<file path="config.mk">
export PLATFORM = sky130hd
export DESIGN_NAME = make_line_classifier_core
export DESIGN_NICKNAME = d
export VERILOG_FILES = /design/src/hdl/mlc_pkg.sv /design/src/hdl/mlc_front.sv /design/src/hdl/mlc_queue.sv /design/src/hdl/mlc_back.sv /design/src/hdl/make_line_classifier_core.sv
export SDC_FILE = /design/constraint.sdc
export NUM_CORES = 1
export LEC_CHECK = 0
export BUFFER_PORTS_ARGS = -buffer_cell sky130_fd_sc_hd__buf_4
export CAP_MARGIN = 20
export CORE_ASPECT_RATIO = 0.6
export CORE_MARGIN = 8
export CORE_UTILIZATION = 35
export DETAILED_ROUTE_END_ITERATION = 7
export PLACE_DENSITY = 0.61
export SYNTH_ARGS = -nofsm -noshare
export SYNTH_HDL_FRONTEND = slang
export SYNTH_SLANG_ARGS = --single-unit
</file>
<file path="constraint.sdc">
create_clock -name clk -period 9.54 [get_ports clk]
set_input_delay 0.954 -clock clk [delete_from_list [all_inputs] [get_ports clk]]
set_output_delay 0.954 -clock clk [all_outputs]
set_load 0.005 [all_outputs]
</file>
<file path="src/hdl/mlc_pkg.sv">
`default_nettype none

package mlc_pkg;

  // result kinds
  localparam logic [2:0] KIND_EMPTY   = 3'd0;
  localparam logic [2:0] KIND_COMMAND = 3'd1;
  localparam logic [2:0] KIND_TARGET  = 3'd2;
  localparam logic [2:0] KIND_MACRO   = 3'd3;
  localparam logic [2:0] KIND_APPEND  = 3'd4;
  localparam logic [2:0] KIND_INCLUDE = 3'd5;
  localparam logic [2:0] KIND_ERROR   = 3'd6;

  // error codes
  localparam logic [2:0] ERR_NONE      = 3'd0;
  localparam logic [2:0] ERR_UNEXP_END = 3'd1;
  localparam logic [2:0] ERR_BAD_EXPAN = 3'd2;
  localparam logic [2:0] ERR_SCOPE_TGT = 3'd3;
  localparam logic [2:0] ERR_OVERFLOW  = 3'd4;

  // characters
  localparam logic [7:0] CH_TAB    = 8'h09;
  localparam logic [7:0] CH_HASH   = 8'h23;
  localparam logic [7:0] CH_DOLLAR = 8'h24;
  localparam logic [7:0] CH_LPAREN = 8'h28;
  localparam logic [7:0] CH_RPAREN = 8'h29;
  localparam logic [7:0] CH_PLUS   = 8'h2B;
  localparam logic [7:0] CH_COLON  = 8'h3A;
  localparam logic [7:0] CH_EQUAL  = 8'h3D;
  localparam logic [7:0] CH_AT     = 8'h40;

  // "include " spelled out
  localparam logic [7:0] INCL_WORD [8] = '{8'h69, 8'h6E, 8'h63, 8'h6C,
                                          8'h75, 8'h64, 8'h65, 8'h20};
  localparam logic [3:0] PREFIX_FULL = 4'd8;
  localparam logic [3:0] PREFIX_FAIL = 4'd15;

  // result queue between classifier and output stage
  localparam int QDEPTH = 4;
  localparam int QAW    = 2;
  localparam int QCW    = 3;

  typedef struct packed {
    logic [2:0]  kind;
    logic [2:0]  error_code;
    logic        has_scope;
    logic [11:0] scope_end;
    logic [11:0] name_start;
    logic [11:0] name_end;
    logic [12:0] value_start;
    logic [11:0] error_pos;
  } mlc_res_t;

  typedef struct packed {
    logic     valid;
    mlc_res_t res;
  } mlc_head_t;

endpackage

`default_nettype wire

</file>
<file path="src/hdl/mlc_front.sv">
`default_nettype none

module mlc_front #(
  parameter int MAX_LINE = 4096
) (
  input  wire logic             clk,
  input  wire logic             rst_n,
  input  wire logic             acc,
  input  wire logic [7:0]       ch,
  input  wire logic             eol,
  output mlc_pkg::mlc_res_t     res,
  output logic                  hit
);
  import mlc_pkg::*;

  localparam int PW = $clog2(MAX_LINE + 1);

  typedef enum logic [4:0] {
    M_START  = 5'b00001,
    M_READ   = 5'b00010,
    M_DOLLAR = 5'b00100,
    M_FULL   = 5'b01000,
    M_IGNORE = 5'b10000
  } mode_t;

  typedef enum logic [2:0] {
    P_NONE  = 3'b001,
    P_COLON = 3'b010,
    P_PLUS  = 3'b100
  } pend_t;

  mode_t          mode_r, mode_nxt;
  pend_t          pend_r, pend_nxt;
  logic [PW-1:0]  depth_r, depth_nxt;
  logic [PW-1:0]  pos_r, pos_nxt;
  logic [PW-1:0]  nbeg_r, nbeg_nxt;
  logic [PW-1:0]  slen_r, slen_nxt;
  logic           sseen_r, sseen_nxt;
  logic [3:0]     pm_r, pm_nxt;

  logic [PW-1:0]  pos_m1, pos_p1, k_cur, k_prev;
  logic           ovf_cur, ovf_prev;
  logic [3:0]     pm_in;
  logic           rd_char, do_store, do_end;

  function automatic logic [3:0] prefix_upd(logic [3:0] pm, logic [7:0] c,
                                            logic [PW-1:0] k);
    logic [3:0] r;
    r = pm;
    if (k < PW'(8) && pm != PREFIX_FAIL) begin
      if (pm == {1'b0, k[2:0]} && c == INCL_WORD[k[2:0]]) begin
        r = {1'b0, k[2:0]} + 4'd1;
      end else begin
        r = PREFIX_FAIL;
      end
    end
    return r;
  endfunction

  assign pos_m1   = pos_r - PW'(1);
  assign pos_p1   = pos_r + PW'(1);
  assign k_cur    = pos_r - nbeg_r;
  assign k_prev   = pos_m1 - nbeg_r;
  assign ovf_cur  = k_cur >= PW'(MAX_LINE - 1);
  assign ovf_prev = k_prev >= PW'(MAX_LINE - 1);

  always_comb begin
    mode_nxt  = mode_r;
    pend_nxt  = pend_r;
    depth_nxt = depth_r;
    pos_nxt   = pos_r;
    nbeg_nxt  = nbeg_r;
    slen_nxt  = slen_r;
    sseen_nxt = sseen_r;
    pm_nxt    = pm_r;
    hit       = 1'b0;
    res       = '0;
    pm_in     = pm_r;
    rd_char   = 1'b0;
    do_store  = 1'b0;
    do_end    = 1'b0;

    if (mode_r == M_IGNORE) begin
      hit = 1'b0;
    end else if (mode_r == M_START) begin
      if (eol || ch == CH_HASH) begin
        hit      = 1'b1;
        res.kind = KIND_EMPTY;
      end else if (ch == CH_TAB) begin
        hit             = 1'b1;
        res.kind        = KIND_COMMAND;
        res.value_start = 13'd1;
      end else begin
        mode_nxt = M_READ;
        rd_char  = 1'b1;
      end
    end else if (!eol && pos_r >= PW'(MAX_LINE)) begin
      hit            = 1'b1;
      res.kind       = KIND_ERROR;
      res.error_code = ERR_OVERFLOW;
      res.error_pos  = 12'(MAX_LINE - 1);
    end else begin
      case (mode_r)
        M_READ: begin
          if (pend_r == P_COLON) begin
            pend_nxt = P_NONE;
            if (!eol && ch == CH_EQUAL) begin
              sseen_nxt = 1'b1;
              slen_nxt  = pos_m1;
              nbeg_nxt  = pos_p1;
              pm_nxt    = 4'd0;
            end else if (sseen_r) begin
              hit            = 1'b1;
              res.kind       = KIND_ERROR;
              res.error_code = ERR_SCOPE_TGT;
              res.has_scope  = 1'b1;
              res.scope_end  = 12'(slen_r);
              res.error_pos  = 12'(pos_m1);
            end else begin
              hit             = 1'b1;
              res.kind        = KIND_TARGET;
              res.name_start  = 12'(nbeg_r);
              res.name_end    = 12'(pos_m1);
              res.value_start = 13'(pos_r);
            end
          end else if (pend_r == P_PLUS) begin
            pend_nxt = P_NONE;
            if (!eol && ch == CH_EQUAL) begin
              hit             = 1'b1;
              res.kind        = KIND_APPEND;
              res.has_scope   = sseen_r;
              res.scope_end   = sseen_r ? 12'(slen_r) : 12'd0;
              res.name_start  = 12'(nbeg_r);
              res.name_end    = 12'(pos_m1);
              res.value_start = 13'(pos_p1);
            end else if (ovf_prev) begin
              hit            = 1'b1;
              res.kind       = KIND_ERROR;
              res.error_code = ERR_OVERFLOW;
              res.error_pos  = 12'(pos_m1);
            end else begin
              // the held '+' joins the name, then this item goes on as usual
              pm_in   = prefix_upd(pm_r, CH_PLUS, k_prev);
              pm_nxt  = pm_in;
              do_end  = eol;
              rd_char = !eol;
            end
          end else begin
            do_end  = eol;
            rd_char = !eol;
          end
        end
        M_DOLLAR: begin
          if (eol || ch == CH_HASH) begin
            hit            = 1'b1;
            res.kind       = KIND_ERROR;
            res.error_code = ERR_UNEXP_END;
            res.error_pos  = 12'(pos_m1);
          end else if (ch == CH_LPAREN || ch == CH_AT) begin
            if (ovf_prev) begin
              hit            = 1'b1;
              res.kind       = KIND_ERROR;
              res.error_code = ERR_OVERFLOW;
              res.error_pos  = 12'(pos_m1);
            end else begin
              pm_in    = prefix_upd(pm_r, CH_DOLLAR, k_prev);
              do_store = 1'b1;
              if (ch == CH_LPAREN) begin
                mode_nxt  = M_FULL;
                depth_nxt = PW'(1);
              end else begin
                mode_nxt = M_READ;
              end
            end
          end else begin
            hit            = 1'b1;
            res.kind       = KIND_ERROR;
            res.error_code = ERR_BAD_EXPAN;
            res.error_pos  = 12'(pos_m1);
          end
        end
        M_FULL: begin
          if (eol || ch == CH_HASH) begin
            hit            = 1'b1;
            res.kind       = KIND_ERROR;
            res.error_code = ERR_UNEXP_END;
            res.error_pos  = 12'(pos_r);
          end else begin
            if (ch == CH_LPAREN) begin
              depth_nxt = depth_r + PW'(1);
            end else if (ch == CH_RPAREN && depth_r != '0) begin
              depth_nxt = depth_r - PW'(1);
              if (depth_r == PW'(1)) begin
                mode_nxt = M_READ;
              end
            end
            do_store = 1'b1;
          end
        end
        default: begin
          hit = 1'b0;
        end
      endcase
    end

    if (rd_char) begin
      case (ch)
        CH_HASH: begin
          do_end = 1'b1;
        end
        CH_COLON: begin
          pend_nxt = P_COLON;
        end
        CH_PLUS: begin
          pend_nxt = P_PLUS;
        end
        CH_EQUAL: begin
          hit             = 1'b1;
          res.kind        = KIND_MACRO;
          res.has_scope   = sseen_r;
          res.scope_end   = sseen_r ? 12'(slen_r) : 12'd0;
          res.name_start  = 12'(nbeg_r);
          res.name_end    = 12'(pos_r);
          res.value_start = 13'(pos_p1);
        end
        CH_DOLLAR: begin
          mode_nxt = M_DOLLAR;
        end
        default: begin
          do_store = 1'b1;
        end
      endcase
    end

    if (do_store) begin
      if (ovf_cur) begin
        hit            = 1'b1;
        res.kind       = KIND_ERROR;
        res.error_code = ERR_OVERFLOW;
        res.error_pos  = 12'(pos_r);
      end else begin
        pm_nxt = prefix_upd(pm_in, ch, k_cur);
      end
    end

    if (do_end) begin
      hit = 1'b1;
      if (pm_in == PREFIX_FULL) begin
        res.kind       = KIND_INCLUDE;
        res.name_start = 12'(nbeg_r + PW'(8));
        res.name_end   = 12'(pos_r);
      end else begin
        res.kind       = KIND_ERROR;
        res.error_code = ERR_UNEXP_END;
        res.error_pos  = 12'(pos_r);
      end
    end

    if (eol) begin
      mode_nxt  = M_START;
      pend_nxt  = P_NONE;
      depth_nxt = '0;
      pos_nxt   = '0;
      nbeg_nxt  = '0;
      slen_nxt  = '0;
      sseen_nxt = 1'b0;
      pm_nxt    = 4'd0;
    end else if (mode_r != M_IGNORE) begin
      if (hit) begin
        mode_nxt = M_IGNORE;
      end else begin
        pos_nxt = pos_p1;
      end
    end
  end

  always_ff @(posedge clk) begin
    if (!rst_n) begin
      mode_r  <= M_START;
      pend_r  <= P_NONE;
      depth_r <= '0;
      pos_r   <= '0;
      nbeg_r  <= '0;
      slen_r  <= '0;
      sseen_r <= 1'b0;
      pm_r    <= 4'd0;
    end else if (acc) begin
      mode_r  <= mode_nxt;
      pend_r  <= pend_nxt;
      depth_r <= depth_nxt;
      pos_r   <= pos_nxt;
      nbeg_r  <= nbeg_nxt;
      slen_r  <= slen_nxt;
      sseen_r <= sseen_nxt;
      pm_r    <= pm_nxt;
    end
  end

endmodule

`default_nettype wire

</file>
<file path="src/hdl/mlc_queue.sv">
`default_nettype none

module mlc_queue (
  input  wire logic               clk,
  input  wire logic               rst_n,
  input  wire logic               push,
  input  wire mlc_pkg::mlc_res_t  push_res,
  input  wire logic               pop,
  output mlc_pkg::mlc_head_t      head,
  output logic [mlc_pkg::QCW-1:0] count
);
  import mlc_pkg::*;

  mlc_res_t         mem_r [QDEPTH];
  logic [QAW-1:0]   wr_ptr_r, rd_ptr_r;
  logic [QCW-1:0]   count_r, count_nxt;

  always_comb begin
    count_nxt = count_r;
    if (push && !pop) begin
      count_nxt = count_r + QCW'(1);
    end else if (pop && !push) begin
      count_nxt = count_r - QCW'(1);
    end
  end

  always_ff @(posedge clk) begin
    if (!rst_n) begin
      wr_ptr_r <= '0;
      rd_ptr_r <= '0;
      count_r  <= '0;
    end else begin
      if (push) begin
        wr_ptr_r <= wr_ptr_r + QAW'(1);
      end
      if (pop) begin
        rd_ptr_r <= rd_ptr_r + QAW'(1);
      end
      count_r <= count_nxt;
    end
  end

  always_ff @(posedge clk) begin
    if (push) begin
      mem_r[wr_ptr_r] <= push_res;
    end
  end

  assign head.valid = count_r != '0;
  assign head.res   = mem_r[rd_ptr_r];
  assign count      = count_r;

endmodule

`default_nettype wire

</file>
<file path="src/hdl/mlc_back.sv">
`default_nettype none

module mlc_back (
  input  wire logic               clk,
  input  wire logic               rst_n,
  input  wire mlc_pkg::mlc_head_t head,
  output logic                    pop,
  output logic                    out_valid,
  input  wire logic               out_stall,
  output mlc_pkg::mlc_res_t       out_res
);
  import mlc_pkg::*;

  logic     vld_r;
  mlc_res_t res_r;

  // refill whenever the output register is empty or its transfer completes
  assign pop = head.valid && (!vld_r || !out_stall);

  always_ff @(posedge clk) begin
    if (!rst_n) begin
      vld_r <= 1'b0;
    end else if (pop) begin
      vld_r <= 1'b1;
    end else if (!out_stall) begin
      vld_r <= 1'b0;
    end
  end

  always_ff @(posedge clk) begin
    if (pop) begin
      res_r <= head.res;
    end
  end

  assign out_valid = vld_r;
  assign out_res   = res_r;

endmodule

`default_nettype wire

</file>
<file path="src/hdl/make_line_classifier_core.sv">
`default_nettype none

// Makefile line classifier. Characters of one line arrive one per transfer,
// the line closed by a transfer with in_end_of_line set. At the character
// that decides the line, one result comes out: its kind and the positions of
// scope, name and value, or an error code and position. Later characters of
// that line are dropped and the end-of-line transfer readies the block for
// the next line. One character is taken per cycle while in_stall is low; the
// classifier registers its mode, counters and include-prefix match, and
// results pass through a four-entry queue into an output register: each
// result is written to the queue and then to that register. in_stall rises
// only while that queue is full because the output side is stalled.
module make_line_classifier_core #(
  parameter int MAX_LINE = 4096
) (
  input  wire logic        clk,
  input  wire logic        rst_n,
  input  wire logic        in_valid,
  output logic             in_stall,
  input  wire logic [7:0]  in_ch,
  input  wire logic        in_end_of_line,
  output logic             out_valid,
  input  wire logic        out_stall,
  output logic [2:0]       out_kind,
  output logic [2:0]       out_error_code,
  output logic             out_has_scope,
  output logic [11:0]      out_scope_end,
  output logic [11:0]      out_name_start,
  output logic [11:0]      out_name_end,
  output logic [12:0]      out_value_start,
  output logic [11:0]      out_error_pos
);
  import mlc_pkg::*;

  logic            in_acc;
  logic            hit;
  logic            push;
  logic            pop;
  mlc_res_t        front_res;
  mlc_res_t        out_res;
  mlc_head_t       head;
  logic [QCW-1:0]  q_count;

  assign in_stall = q_count == QCW'(QDEPTH);
  assign in_acc   = in_valid && !in_stall;
  assign push     = in_acc && hit;

  mlc_front #(
    .MAX_LINE(MAX_LINE)
  ) u_front (
    .clk   (clk),
    .rst_n (rst_n),
    .acc   (in_acc),
    .ch    (in_ch),
    .eol   (in_end_of_line),
    .res   (front_res),
    .hit   (hit)
  );

  mlc_queue u_queue (
    .clk      (clk),
    .rst_n    (rst_n),
    .push     (push),
    .push_res (front_res),
    .pop      (pop),
    .head     (head),
    .count    (q_count)
  );

  mlc_back u_back (
    .clk       (clk),
    .rst_n     (rst_n),
    .head      (head),
    .pop       (pop),
    .out_valid (out_valid),
    .out_stall (out_stall),
    .out_res   (out_res)
  );

  assign out_kind        = out_res.kind;
  assign out_error_code  = out_res.error_code;
  assign out_has_scope   = out_res.has_scope;
  assign out_scope_end   = out_res.scope_end;
  assign out_name_start  = out_res.name_start;
  assign out_name_end    = out_res.name_end;
  assign out_value_start = out_res.value_start;
  assign out_error_pos   = out_res.error_pos;

`ifndef ASSERT_OFF
  a_err_kind: assert property (@(posedge clk) disable iff (!rst_n)
    push |-> ((front_res.kind == KIND_ERROR) == (front_res.error_code != ERR_NONE)))
    else $error("error code and error kind disagree");

  a_scope_kind: assert property (@(posedge clk) disable iff (!rst_n)
    (push && front_res.has_scope) |-> (front_res.kind == KIND_MACRO ||
      front_res.kind == KIND_APPEND || front_res.kind == KIND_ERROR))
    else $error("scope flagged on a kind that has none");

  a_queue_bound: assert property (@(posedge clk) disable iff (!rst_n)
    q_count <= QCW'(QDEPTH))
    else $error("result queue overfilled");

  a_pop_nonempty: assert property (@(posedge clk) disable iff (!rst_n)
    (q_count == '0 && !push) |=> !pop)
    else $error("output stage pulled from an empty queue");
`endif

endmodule

`default_nettype wire

</file>
==> results of run 1 <==
## final cells by class
cell class / count / area (um2) / share of cell area, %
Multi-Input combinational cell: 1017 / 7560 / 33.7
Tap cell: 759 / 950 / 4.23
Antenna cell: 1 / 2.50 / 0.0111
Clock buffer: 47 / 1030 / 4.57
Clock inverter: 23 / 244 / 1.09
Sequential cell: 411 / 11600 / 51.8
Timing Repair Buffer: 113 / 848 / 3.78
Inverter: 47 / 176 / 0.786
## metal layers
layer / vias to the layer above / wire, um / GRT usage, %
met1: 6819 / 26200 / 25.7
li1: 6172 / - / -
met3: 79 / 5190 / 4.22
met4: 2 / 884 / 2.97
met5: - / 13 / 0
met2: 598 / 21900 / 22.6
## worst max-delay path, delay by kind of cell, from the launching register on
kind	cells	cell delay, ps
XOR/XNOR	1	240
buffers and inverters	2	380
multiplexers	1	510
adder cells (fa/ha/maj)	2	550
flip-flops	1	450
AO/OA/AOI/OAI	4	1820
AND/OR/NAND/NOR	9	3220
## power by group
part           leakage (nW)  switching [mW]  internal (mW)
clock                 0.612           0.692          0.861
sequential             3.81           0.124           2.26
combinational          3.28           0.672          0.548
total                  7.70            1.49           3.67
## state kept, by name, indices dropped and copies added (netlist names)
| register | cells |
|---|---|
| u_front.sseen_r | 1 |
| u_front.pm_r | 4 |
| u_front.pos_r | 13 |
| u_front.nbeg_r | 12 |
| u_front.pend_r | 3 |
| u_front.depth_r | 13 |
| u_queue.rd_ptr_r | 2 |
| u_back.out_res | 68 |
| u_back.out_valid | 1 |
| u_queue.mem_r | 272 |
| u_queue.count | 3 |
| u_front.slen_r | 12 |
| u_queue.wr_ptr_r | 2 |
| u_front.mode_r | 5 |
## kinds of logic (layout without fill, tap and decap cells)
kind of cell | count (synthesis) | after routing
other | 0 | 1
AO/OA/AOI/OAI | 349 | 349
buffers and inverters | 133 | 230
adder cells (fa/ha/maj) | 46 | 46
XOR/XNOR | 53 | 53
multiplexers | 81 | 81
flip-flops | 411 | 411
AND/OR/NAND/NOR | 488 | 488
## worst max path at each step
stage	start	to	cells past startpoint
floorplan	u_front.pos_r[0]	u_queue.mem_r[0][0]	23
global placement	u_front.pos_r[0]	u_queue.mem_r[0][7]	19
detailed placement	u_front.pos_r[0]	u_queue.mem_r[3][7]	19
CTS	u_front.pos_r[0]	u_queue.mem_r[1][5]	19
global route	u_front.pos_r[0]	u_queue.mem_r[2][2]	19
finish	u_front.pos_r[0]	u_queue.mem_r[3][7]	19
## synth_stat cells, drive strengths merged, types with 5 or more instances
cell | number | area [um2]
nor4 | 17 | 121
a21o | 12 | 90.1
nor2b | 17 | 106
a211o | 8 | 70.1
ha | 43 | 538
nor3 | 47 | 235
o21ai | 89 | 445
nor3b | 6 | 45.0
dfxtp | 71 | 1420
a31oi | 9 | 56.3
o31ai | 25 | 188
or2 | 10 | 65.1
or3 | 23 | 149
a21oi | 91 | 455
a221o | 5 | 50.1
or4 | 6 | 45.0
o21a | 9 | 67.6
o32ai | 7 | 61.3
nand2b | 13 | 81.3
nand3b | 7 | 52.6
a21boi | 6 | 45.0
and3 | 18 | 113
buf | 13 | 60.1
nand3 | 40 | 200
and2 | 28 | 175
mux2i | 11 | 110
nand4 | 15 | 93.8
a211oi | 6 | 45.0
and4 | 7 | 61.3
xor2 | 26 | 228
o211ai | 11 | 82.6
o22ai | 11 | 75.1
a22oi | 9 | 67.6
inv | 47 | 176
edfxtp | 340 | 10200
clkbuf | 73 | 274
a22o | 12 | 105
nor2 | 123 | 462
xnor2 | 27 | 236
mux4 | 69 | 1550
nand2 | 93 | 349
## layout by cell type, fill, tap and decap left out, types with 17 or more instances in the layout
| master | count |
|---|---|
| sky130_fd_sc_hd__edfxtp_1 | 340 |
| sky130_fd_sc_hd__nor2_1 | 123 |
| sky130_fd_sc_hd__buf_4 | 113 |
| sky130_fd_sc_hd__nand2_1 | 93 |
| sky130_fd_sc_hd__a21oi_1 | 90 |
| sky130_fd_sc_hd__o21ai_0 | 87 |
| sky130_fd_sc_hd__mux4_2 | 69 |
| sky130_fd_sc_hd__dfxtp_1 | 69 |
| sky130_fd_sc_hd__inv_1 | 47 |
| sky130_fd_sc_hd__nor3_1 | 47 |
| sky130_fd_sc_hd__ha_1 | 43 |
| sky130_fd_sc_hd__nand3_1 | 40 |
| sky130_fd_sc_hd__clkbuf_16 | 39 |
| sky130_fd_sc_hd__xnor2_1 | 27 |
| sky130_fd_sc_hd__xor2_1 | 26 |
| sky130_fd_sc_hd__o31ai_1 | 25 |
| sky130_fd_sc_hd__and2_1 | 24 |
| sky130_fd_sc_hd__or3_1 | 22 |
| sky130_fd_sc_hd__and3_1 | 18 |
| sky130_fd_sc_hd__nor2b_1 | 17 |
## through the flow
step           std cells  area (um2)  utilization, %  hold WS (ps)  setup WS [ps]
2_1_floorplan       1561       19700               -           446           2580
3_3_place_gp        2347       21200            38.0           464           2480
3_5_place_dp        2347       21200            38.0           471           2270
4_1_cts             2417       22400            40.3           488           2240
5_1_grt             2417       22400            40.3           508           1840
6_report            2418       22400            40.3           485           2080
==> results.sh, run 1 <==
export IMPL_timing_max_cap_violations=0
export IMPL_run_status="finished, final reports clean"
export IMPL_clk_root_buffer_cell="sky130_fd_sc_hd__clkbuf_16"
export IMPL_clock_tree_buffer_depth=3
export IMPL_classification_of_the_worst_setup_path="flip-flop to flip-flop"
export IMPL_setup_viol=0
export IMPL_floorplan_die_width_um=322
export IMPL_postSynthCellCount=1561
export IMPL_post_synth_instance_area_mm2=0.0197
export IMPL_totalWireLength_mm=54.2
export IMPL_drive_gt1_share_pct=16.5
export IMPL_drt_antenna_violating_nets=0
export IMPL_area_growth_syn_to_layout_pct=14.0
export IMPL_timing_final_hold_violations=0
export IMPL_post_synth_num_cell_types=79
export IMPL_synthesized_area_fraction_occupied_by_ao_oa_aoi_and_oai_cells_pct=11.6
export IMPL_design_final_nets=1687
export IMPL_synth_async_reset_ratio_pct=0
export IMPL_vias_per_cell=5.65
export IMPL_grt_pass1_wl_mm=81.9
export IMPL_path_cells="inv_1 -> ha_1 -> nand2_1 -> or3_1 -> or3_1 -> or3_1 -> xor2_1 -> inv_1 -> ha_1 -> or2_2 -> a221oi_1 -> nand3_1 -> mux4_2 -> or3_1 -> or2_4 -> a311o_4 -> nor4_4 -> o22ai_2 -> a221o_1"
export IMPL_initial_utilization_pct=35.4
export IMPL_rr_startpoint="u_front.pos_r[0]"
export IMPL_ios=83
export IMPL_reg2reg_slack_ps=2080
export IMPL_detail_route_iter0_violations=1716
export IMPL_synth_net_count=1620
export IMPL_hold_start="u_front.slen_r[1]"
export IMPL_slew_headroom_pct=30.5
export IMPL_yosysWarnings=0
export IMPL_gr_total_overflow=0
export IMPL_clkSinkCount=411
export IMPL_critical_path_startpoint_type="flip-flop"
export IMPL_timing_critical_path_slowest_stage_cell="sky130_fd_sc_hd__nor4_4"
export IMPL_cts_hold_buffers_added=0
export IMPL_tritoncts_buffer_count=38
export IMPL_timing_worst_slew_pin_value_ps=1030
export IMPL_fin_worst_skew_ps=38.3
export IMPL_required_ps=9820
export IMPL_min_period_ps=7460
export IMPL_number_of_rows_created_at_floorplan=67
export IMPL_r2r_end="u_queue.mem_r[3][7]"
export IMPL_worst_path_max_fanout=12
export IMPL_post_synth_fa_ha_maj_area_fraction_pct=3.04
export IMPL_clkLatencyLatePin_ps=560
export IMPL_dieHeight_um=200
export IMPL_fill_cells=5284
export IMPL_cp_common_cell="sky130_fd_sc_hd__or3_1"
export IMPL_clkSlewWorstSetupHoldPaths_ps=70
export IMPL_timing_hold_worst_class="flip-flop to flip-flop"
export IMPL_drt_pre_antenna_iters=6
export IMPL_synth_edff_count=340
export IMPL_pin_count_of_the_biggest_net_entering_global_routing=63
export IMPL_synth_area_mux_share_pct=8.51
export IMPL_hold_path_endpoint="u_front.slen_r[1]"
export IMPL_grt_pass1_vias=13044
export IMPL_count_of_instances_resized_after_the_clock_tree_is_built=0
export IMPL_synth_top_flop_cell="sky130_fd_sc_hd__edfxtp_1"
export IMPL_holdPathStages=2
export IMPL_data_arrival_time_at_the_worst_slack_endpoint_ps=7730
export IMPL_ff_to_ff_path_depth=19
export IMPL_grt_antenna_before_repair=2
export IMPL_routabilityCongestion=0.980
export IMPL_routed_via_count=13670
export IMPL_estimated_wirelength_of_the_detail_placed_design_mm=38.4
export IMPL_leakage_power_nw=7.70
export IMPL_worst_path_largest_cell_delay_ps=630
export IMPL_tns_ps=0
export IMPL_yosys_area_share_simple_pct=12.8
export IMPL_cts_max_level=2
export IMPL_drt_drc_violations_left=0
export IMPL_grt_util_all_layers_pct=16.4
export IMPL_design_die_area_mm2=0.0643
export IMPL_portBuffers=82
export IMPL_tritoncts="yes"
export IMPL_synth_xor_xnor_area_share_pct=2.36
export IMPL_end_kind="flip-flop"
export IMPL_finalCritPeriodShare_pct=78.2
export IMPL_drv_slew=0
export IMPL_floorplan_core_area_mm2=0.0557
export IMPL_synth_seq_area_share_pct=59.1
export IMPL_power_density_mw_per_mm2=230
export IMPL_total_power_mw=5.16
export IMPL_peakVddDrop_mv=0.384
export IMPL_rsz0062_at_grt="false"
export IMPL_fmax_mhz=134
export IMPL_yosys_register_bits=411
export IMPL_largest_family_of_logic_cells_by_synthesized_area="simple AND/OR/NAND/NOR gates"
export IMPL_post_cts_setup_buffer_count=0
export IMPL_detail_route_wl_per_cell_um=22.4
export IMPL_syn_area_per_cell_um2=12.6
(Power assumes the default switching activity.)
==> inputs of run 2 (changes only) <==
==> constraint.sdc (replaced) <==
create_clock -name clk -period 7.4 [get_ports clk]
set_input_delay 0.74 -clock clk [delete_from_list [all_inputs] [get_ports clk]]
set_output_delay 0.74 -clock clk [all_outputs]
set_load 0.005 [all_outputs]
==> run 2 against run 1 <==
  * Non-clock buffer count up 21
  * Via count grew 1.2%
  * Utilization increased by 0.50 points
  * Die area stayed put
  * Sequential cell count did not move
  * Register-to-register slack worse by 1700 ps
  * Design area is 1.2% higher
  * Final cell count increased by 0.87%
  * Sequential share of layout area down 0.63 points
  * Largest cell class unchanged
  * Highest routed layer is now met4
==> results.sh, run 2 (synthesis gave the netlist of run 1 again) <==
export IMPL_floorplan_die_width_um=322
export IMPL_p_int_mw=4.83
export IMPL_grt_pass1_vias=13265
export IMPL_estimated_wirelength_of_the_detail_placed_design_mm=38.9
export IMPL_detail_route_wl_per_cell_um=22.4
export IMPL_gr_total_overflow=0
export IMPL_required_ps=7660
export IMPL_ios=83
export IMPL_peakVddDrop_mv=0.502
export IMPL_dieHeight_um=200
export IMPL_min_period_ps=6980
export IMPL_routed_via_count=13840
export IMPL_clk_root_buffer_cell="sky130_fd_sc_hd__clkbuf_16"
export IMPL_layout_cells_most_common="sky130_fd_sc_hd__edfxtp_1"
export IMPL_slew_headroom_pct=28.8
export IMPL_cts_hold_buffers_added=0
export IMPL_drt_pre_antenna_iters=7
export IMPL_cts_max_level=2
export IMPL_grt_pass1_wl_mm=82.8
export IMPL_area_growth_syn_to_layout_pct=15.5
export IMPL_classification_of_the_worst_setup_path="flip-flop to flip-flop"
export IMPL_post_cts_setup_buffer_count=0
export IMPL_fin_worst_skew_ps=22.5
export IMPL_fmax_mhz=143
export IMPL_tritoncts_buffer_count=39
export IMPL_drt_drc_violations_left=0
export IMPL_insertedDiodeCount=0
export IMPL_clock_tree_buffer_depth=3
export IMPL_portBuffers=82
export IMPL_number_of_rows_created_at_floorplan=67
export IMPL_tritoncts="yes"
export IMPL_clkLatencyLatePin_ps=560
export IMPL_totalWireLength_mm=54.8
export IMPL_critical_path_startpoint_type="flip-flop"
export IMPL_share_seq_of_total_power_pct=45.8
export IMPL_drt_antenna_violating_nets=0
export IMPL_p_switching_mw=1.90
export IMPL_timing_worst_slew_pin_value_ps=1060
export IMPL_end_kind="flip-flop"
export IMPL_drive_gt1_share_pct=17.3
export IMPL_tns_ps=0
export IMPL_vias_per_cell=5.67
export IMPL_worst_path_max_fanout=12
export IMPL_power_share_of_the_combinational_group_pct=23.4
export IMPL_clkSinkCount=411
export IMPL_pin_count_of_the_biggest_net_entering_global_routing=62
export IMPL_regMostFlops="u_queue.mem_r"
export IMPL_finalCritPeriodShare_pct=94.3
export IMPL_initial_utilization_pct=35.4
export IMPL_power_clock_fraction_pct=30.8
export IMPL_largest_register_ff_count=272
export IMPL_floorplan_core_area_mm2=0.0557
export IMPL_leakage_power_nw=7.88
export IMPL_design_die_area_mm2=0.0643
export IMPL_timing_hold_worst_class="primary input to flip-flop"
export IMPL_drv_slew=0
export IMPL_finish_utilization_pct=40.8
export IMPL_power_switching_fraction_pct=28.3
export IMPL_data_arrival_time_at_the_worst_slack_endpoint_ps=7240
export IMPL_design_final_nets=1709
export IMPL_clkSlewWorstSetupHoldPaths_ps=70
export IMPL_detail_route_iter0_violations=1499
export IMPL_grt_antenna_before_repair=0
export IMPL_timing_max_cap_violations=0
export IMPL_power_density_mw_per_mm2=296
export IMPL_timing_final_hold_violations=0
export IMPL_routabilityCongestion=0.942
export IMPL_rsz0062_at_grt="false"
export IMPL_mostFrequentLayoutCells="340 x sky130_fd_sc_hd__edfxtp_1, 128 x sky130_fd_sc_hd__buf_4, 123 x sky130_fd_sc_hd__nor2_1, 93 x sky130_fd_sc_hd__nand2_1, 90 x sky130_fd_sc_hd__a21oi_1"
export IMPL_setup_viol=0
export IMPL_run_status="finished, final reports clean"
export IMPL_grt_util_all_layers_pct=16.6
## run 2: cell count changes in the layout (fill, tap and decap cells not counted), moves of 3 or more
cell                         delta
sky130_fd_sc_hd__buf_12         +6
sky130_fd_sc_hd__buf_4         +15
sky130_fd_sc_hd__clkinv_1       +4
sky130_fd_sc_hd__clkinv_2       -4
sky130_fd_sc_hd__clkinvlp_4     -3
## run 2: area by class of cell
class | instances | area, um2
repair buffers | 134 | 1080
fillers | 5225 | 32900
flip-flops and latches | 411 | 11600
clock inverters | 21 | 253
well taps | 759 | 950
inverters | 47 | 176
clock buffers | 50 | 1060
multi-input cells | 1017 | 7570
## run 2: power groups by stage
stage          logic, mW  clock network (mW)  registers [mW]
2_1_floorplan      0.933                   0            3.11
3_3_place_gp        1.58                   0            3.13
3_5_place_dp        1.59                   0            3.14
4_1_cts             1.60                2.12            3.10
5_1_grt             1.72                2.21            3.13
6_report            1.57                2.07            3.09
## run 2: final timing paths
path	cells past startpoint	end	slack (ps)	startpoint
setup / recovery	20	u_queue.mem_r[0][26]	420	u_front.pos_r[0]
hold / removal	3	u_back.out_valid	480	out_stall
setup reg to reg	20	u_queue.mem_r[0][26]	420	u_front.pos_r[0]
hold reg to reg	2	u_front.slen_r[5]	480	u_front.slen_r[5]
## run 2: stage by stage
stage | area, um2 | power (mW) | hold slack (ps) | std cells | setup WS, ps
3_5_place_dp | 21400 | 4.73 | 466 | 2368 | 390
4_1_cts | 22700 | 6.82 | 460 | 2439 | 357
6_report | 22700 | 6.73 | 476 | 2439 | 421
3_3_place_gp | 21400 | 4.72 | 467 | 2368 | 644
5_1_grt | 22700 | 7.06 | 478 | 2439 | 95.5
2_1_floorplan | 19700 | 4.04 | 446 | 1561 | 439
## run 2: repair_timing
| item | in CTS | in global routing |
|---|---|---|
| hold endpoints to repair | 0 | 0 |
| setup endpoints to repair | 0 | 35 |
| resized for setup | 0 | 1 |
## run 2: worst max-delay path, stage by stage, from the launching register on
cell and delay, ps:
sky130_fd_sc_hd__dfxtp_1 440, sky130_fd_sc_hd__inv_1 230, sky130_fd_sc_hd__ha_1 310, sky130_fd_sc_hd__nand2_1 120, sky130_fd_sc_hd__or3_1 430, sky130_fd_sc_hd__or3_1 460, sky130_fd_sc_hd__or3_1 360, sky130_fd_sc_hd__xor2_1 250
sky130_fd_sc_hd__inv_1 120, sky130_fd_sc_hd__ha_1 240, sky130_fd_sc_hd__or2_2 310, sky130_fd_sc_hd__a221oi_2 370, sky130_fd_sc_hd__nand3_1 130, sky130_fd_sc_hd__mux4_2 520, sky130_fd_sc_hd__or3_1 510, sky130_fd_sc_hd__or2_4 300
sky130_fd_sc_hd__a311o_4 450, sky130_fd_sc_hd__nor4_4 330, sky130_fd_sc_hd__buf_4 220, sky130_fd_sc_hd__nand2b_1 390, sky130_fd_sc_hd__o31ai_1 200
## run 2: per-layer routing
| metal | wire, um | track usage, % |
|---|---|---|
| met3 | 5120 | 3.98 |
| met5 | 0 | 0 |
| met2 | 22200 | 23.3 |
| met1 | 26600 | 25.9 |
| met4 | 840 | 3.09 |
==> inputs of run 3 (changes only) <==
==> constraint.sdc (replaced) <==
create_clock -name clk -period 8.36 [get_ports clk]
set_input_delay 0.836 -clock clk [delete_from_list [all_inputs] [get_ports clk]]
set_output_delay 0.836 -clock clk [all_outputs]
set_load 0.005 [all_outputs]
==> run 3 against run 2 <==
  * Combinational power fell by 11%
  * Count of clock-buffer cells in the layout increased by 6
  * Wire length down 1.7%
  * Global-route usage shrank 0.35 points
  * Critical endpoint is now u_queue.mem_r[3][5]
==> results.sh, run 3 (synthesis gave the netlist of run 1 again) <==
export IMPL_run_status="finished, final reports clean"
export IMPL_min_period_ps=7540
export IMPL_peakVddDrop_mv=0.412
export IMPL_final_cells=2414
export IMPL_detail_route_wl_per_cell_um=22.3
export IMPL_timing_critical_path_slowest_stage_cell="sky130_fd_sc_hd__nor4_4"
export IMPL_initial_utilization_pct=35.4
export IMPL_dieHeight_um=200
export IMPL_portBuffers=82
export IMPL_power_density_mw_per_mm2=260
export IMPL_timing_final_hold_violations=0
export IMPL_timing_worst_slew_pin_value_ps=1050
export IMPL_cp_startpoint="u_front.pos_r[0]"
export IMPL_mostFrequentLayoutCells="340 x sky130_fd_sc_hd__edfxtp_1, 123 x sky130_fd_sc_hd__nor2_1, 107 x sky130_fd_sc_hd__buf_4, 93 x sky130_fd_sc_hd__nand2_1, 90 x sky130_fd_sc_hd__a21oi_1"
export IMPL_detail_route_iter0_violations=1458
export IMPL_clkLatencyLatePin_ps=560
export IMPL_layout_cells_most_common="sky130_fd_sc_hd__edfxtp_1"
export IMPL_timing_max_cap_violations=0
export IMPL_cts_hold_buffers_added=0
export IMPL_pin_count_of_the_biggest_net_entering_global_routing=69
export IMPL_met1_length_mm=26.0
export IMPL_totalWireLength_mm=53.8
export IMPL_finalCritPeriodShare_pct=90.2
export IMPL_gr_total_overflow=0
export IMPL_tns_ps=0
export IMPL_drv_slew=0
export IMPL_leakage_power_nw=7.68
export IMPL_clock_tree_buffer_depth=3
export IMPL_clk_root_buffer_cell="sky130_fd_sc_hd__clkbuf_16"
export IMPL_area_growth_syn_to_layout_pct=14.0
export IMPL_drt_drc_violations_left=0
export IMPL_data_arrival_time_at_the_worst_slack_endpoint_ps=7800
export IMPL_hold_start="u_front.slen_r[10]"
export IMPL_cp_common_cell="sky130_fd_sc_hd__or3_1"
export IMPL_drt_antenna_violating_nets=0
export IMPL_clkSlewWorstSetupHoldPaths_ps=70
export IMPL_required_ps=8620
export IMPL_critical_path_startpoint_type="flip-flop"
export IMPL_classification_of_the_worst_setup_path="flip-flop to flip-flop"
export IMPL_routabilityCongestion=0.985
export IMPL_number_of_rows_created_at_floorplan=67
export IMPL_floorplan_core_area_mm2=0.0557
export IMPL_path_cells="inv_1 -> ha_1 -> nand2_1 -> or3_1 -> or3_1 -> or3_1 -> xor2_1 -> inv_1 -> ha_1 -> or2_2 -> a221oi_1 -> nand3_1 -> mux4_2 -> or3_1 -> or2_4 -> a311o_4 -> nor4_4 -> o22ai_2 -> a221o_1"
export IMPL_route_met2_wl_mm=21.8
export IMPL_count_of_instances_resized_after_the_clock_tree_is_built=0
export IMPL_setup_viol=0
export IMPL_rr_startpoint="u_front.pos_r[0]"
export IMPL_tritoncts_buffer_count=38
export IMPL_grt_antenna_before_repair=2
export IMPL_fmax_mhz=133
export IMPL_fin_worst_skew_ps=38.6
export IMPL_worst_path_max_fanout=12
export IMPL_design_die_area_mm2=0.0643
export IMPL_grt_pass1_wl_mm=81.1
export IMPL_vias_per_cell=5.65
export IMPL_estimated_wirelength_of_the_detail_placed_design_mm=37.8
export IMPL_largest_register_ff_count=272
export IMPL_design_final_nets=1685
export IMPL_ios=83
export IMPL_clkSinkCount=411
export IMPL_regMostFlops="u_queue.mem_r"
export IMPL_drt_pre_antenna_iters=6
export IMPL_worst_path_largest_cell_delay_ps=650
export IMPL_cts_max_level=2
export IMPL_tritoncts="yes"
export IMPL_insertedDiodeCount=0
export IMPL_floorplan_die_width_um=322
export IMPL_rsz0062_at_grt="false"
export IMPL_end_kind="flip-flop"
export IMPL_finish_utilization_pct=40.3
export IMPL_place_inst=2345
export IMPL_slew_headroom_pct=29.7
export IMPL_post_cts_setup_buffer_count=0
export IMPL_route_met3_wl_mm=5.35
export IMPL_grt_util_all_layers_pct=16.3
export IMPL_drive_gt1_share_pct=16.1
export IMPL_timing_hold_worst_class="flip-flop to flip-flop"
export IMPL_grt_pass1_vias=13074
export IMPL_highest_signal_layer="met5"
export IMPL_routed_via_count=13644
==> run 3: cell count changes in the layout (fill, tap and decap cells not counted), sizes merged <==
cell / delta
buf: -23
bufinv: -4
clkbuf: +6
clkinv: -6
clkinvlp: +2
==> run 3: path summary, 6_finish.rpt <==
path / slack [ps] / end / cells past startpoint
worst min register to register: 490 / u_front.slen_r[10] / 2
worst max register to register: 820 / u_queue.mem_r[3][5] / 19
worst max-delay path: 820 / u_queue.mem_r[3][5] / 19
worst min-delay path: 490 / u_front.slen_r[10] / 2
==> run 3: where the power goes <==
group / switching [mW] / total, mW / internal [mW]
clock network: 0.756 / 1.72 / 0.964
registers: 0.149 / 2.73 / 2.59
logic: 0.760 / 1.39 / 0.625
==> run 3: final cells by class <==
cell class | count | area, um2
Tap cell | 759 | 950
Inverter | 47 | 176
Clock buffer | 56 | 1110
Sequential cell | 411 | 11600
Timing Repair Buffer | 111 | 883
Multi-Input combinational cell | 1017 | 7560
Fill cell | 5276 | 33200
Clock inverter | 13 | 111
==> run 3: stage by stage <==
| stage | hold slack, ps | area (um2) | power, mW | setup WS (ps) |
|---|---|---|---|---|
| floorplan | 446 | 19700 | 3.58 | 1400 |
| global route | 523 | 22400 | 6.13 | 537 |
| CTS | 491 | 22400 | 5.91 | 963 |
| global placement | 465 | 21200 | 4.17 | 1220 |
| detailed placement | 475 | 21200 | 4.18 | 1010 |
| finish | 488 | 22400 | 5.84 | 821 |
==> run 3: layer usage <==
layer  track usage (%)  up-vias
met5                 0        -
met4              2.46        2
met3              4.86       67
met2              23.0      607
met1              24.8     6817
li1                  -     6151
==> run 3: critical path, delay by kind of cell, from the launching register on <==
kind / cells / cell delay (ps)
AO/OA/AOI/OAI: 4 / 1840
AND/OR/NAND/NOR: 9 / 3250
XOR/XNOR: 1 / 270
adder cells (fa/ha/maj): 2 / 570
buffers and inverters: 2 / 360
multiplexers: 1 / 520
flip-flops: 1 / 430
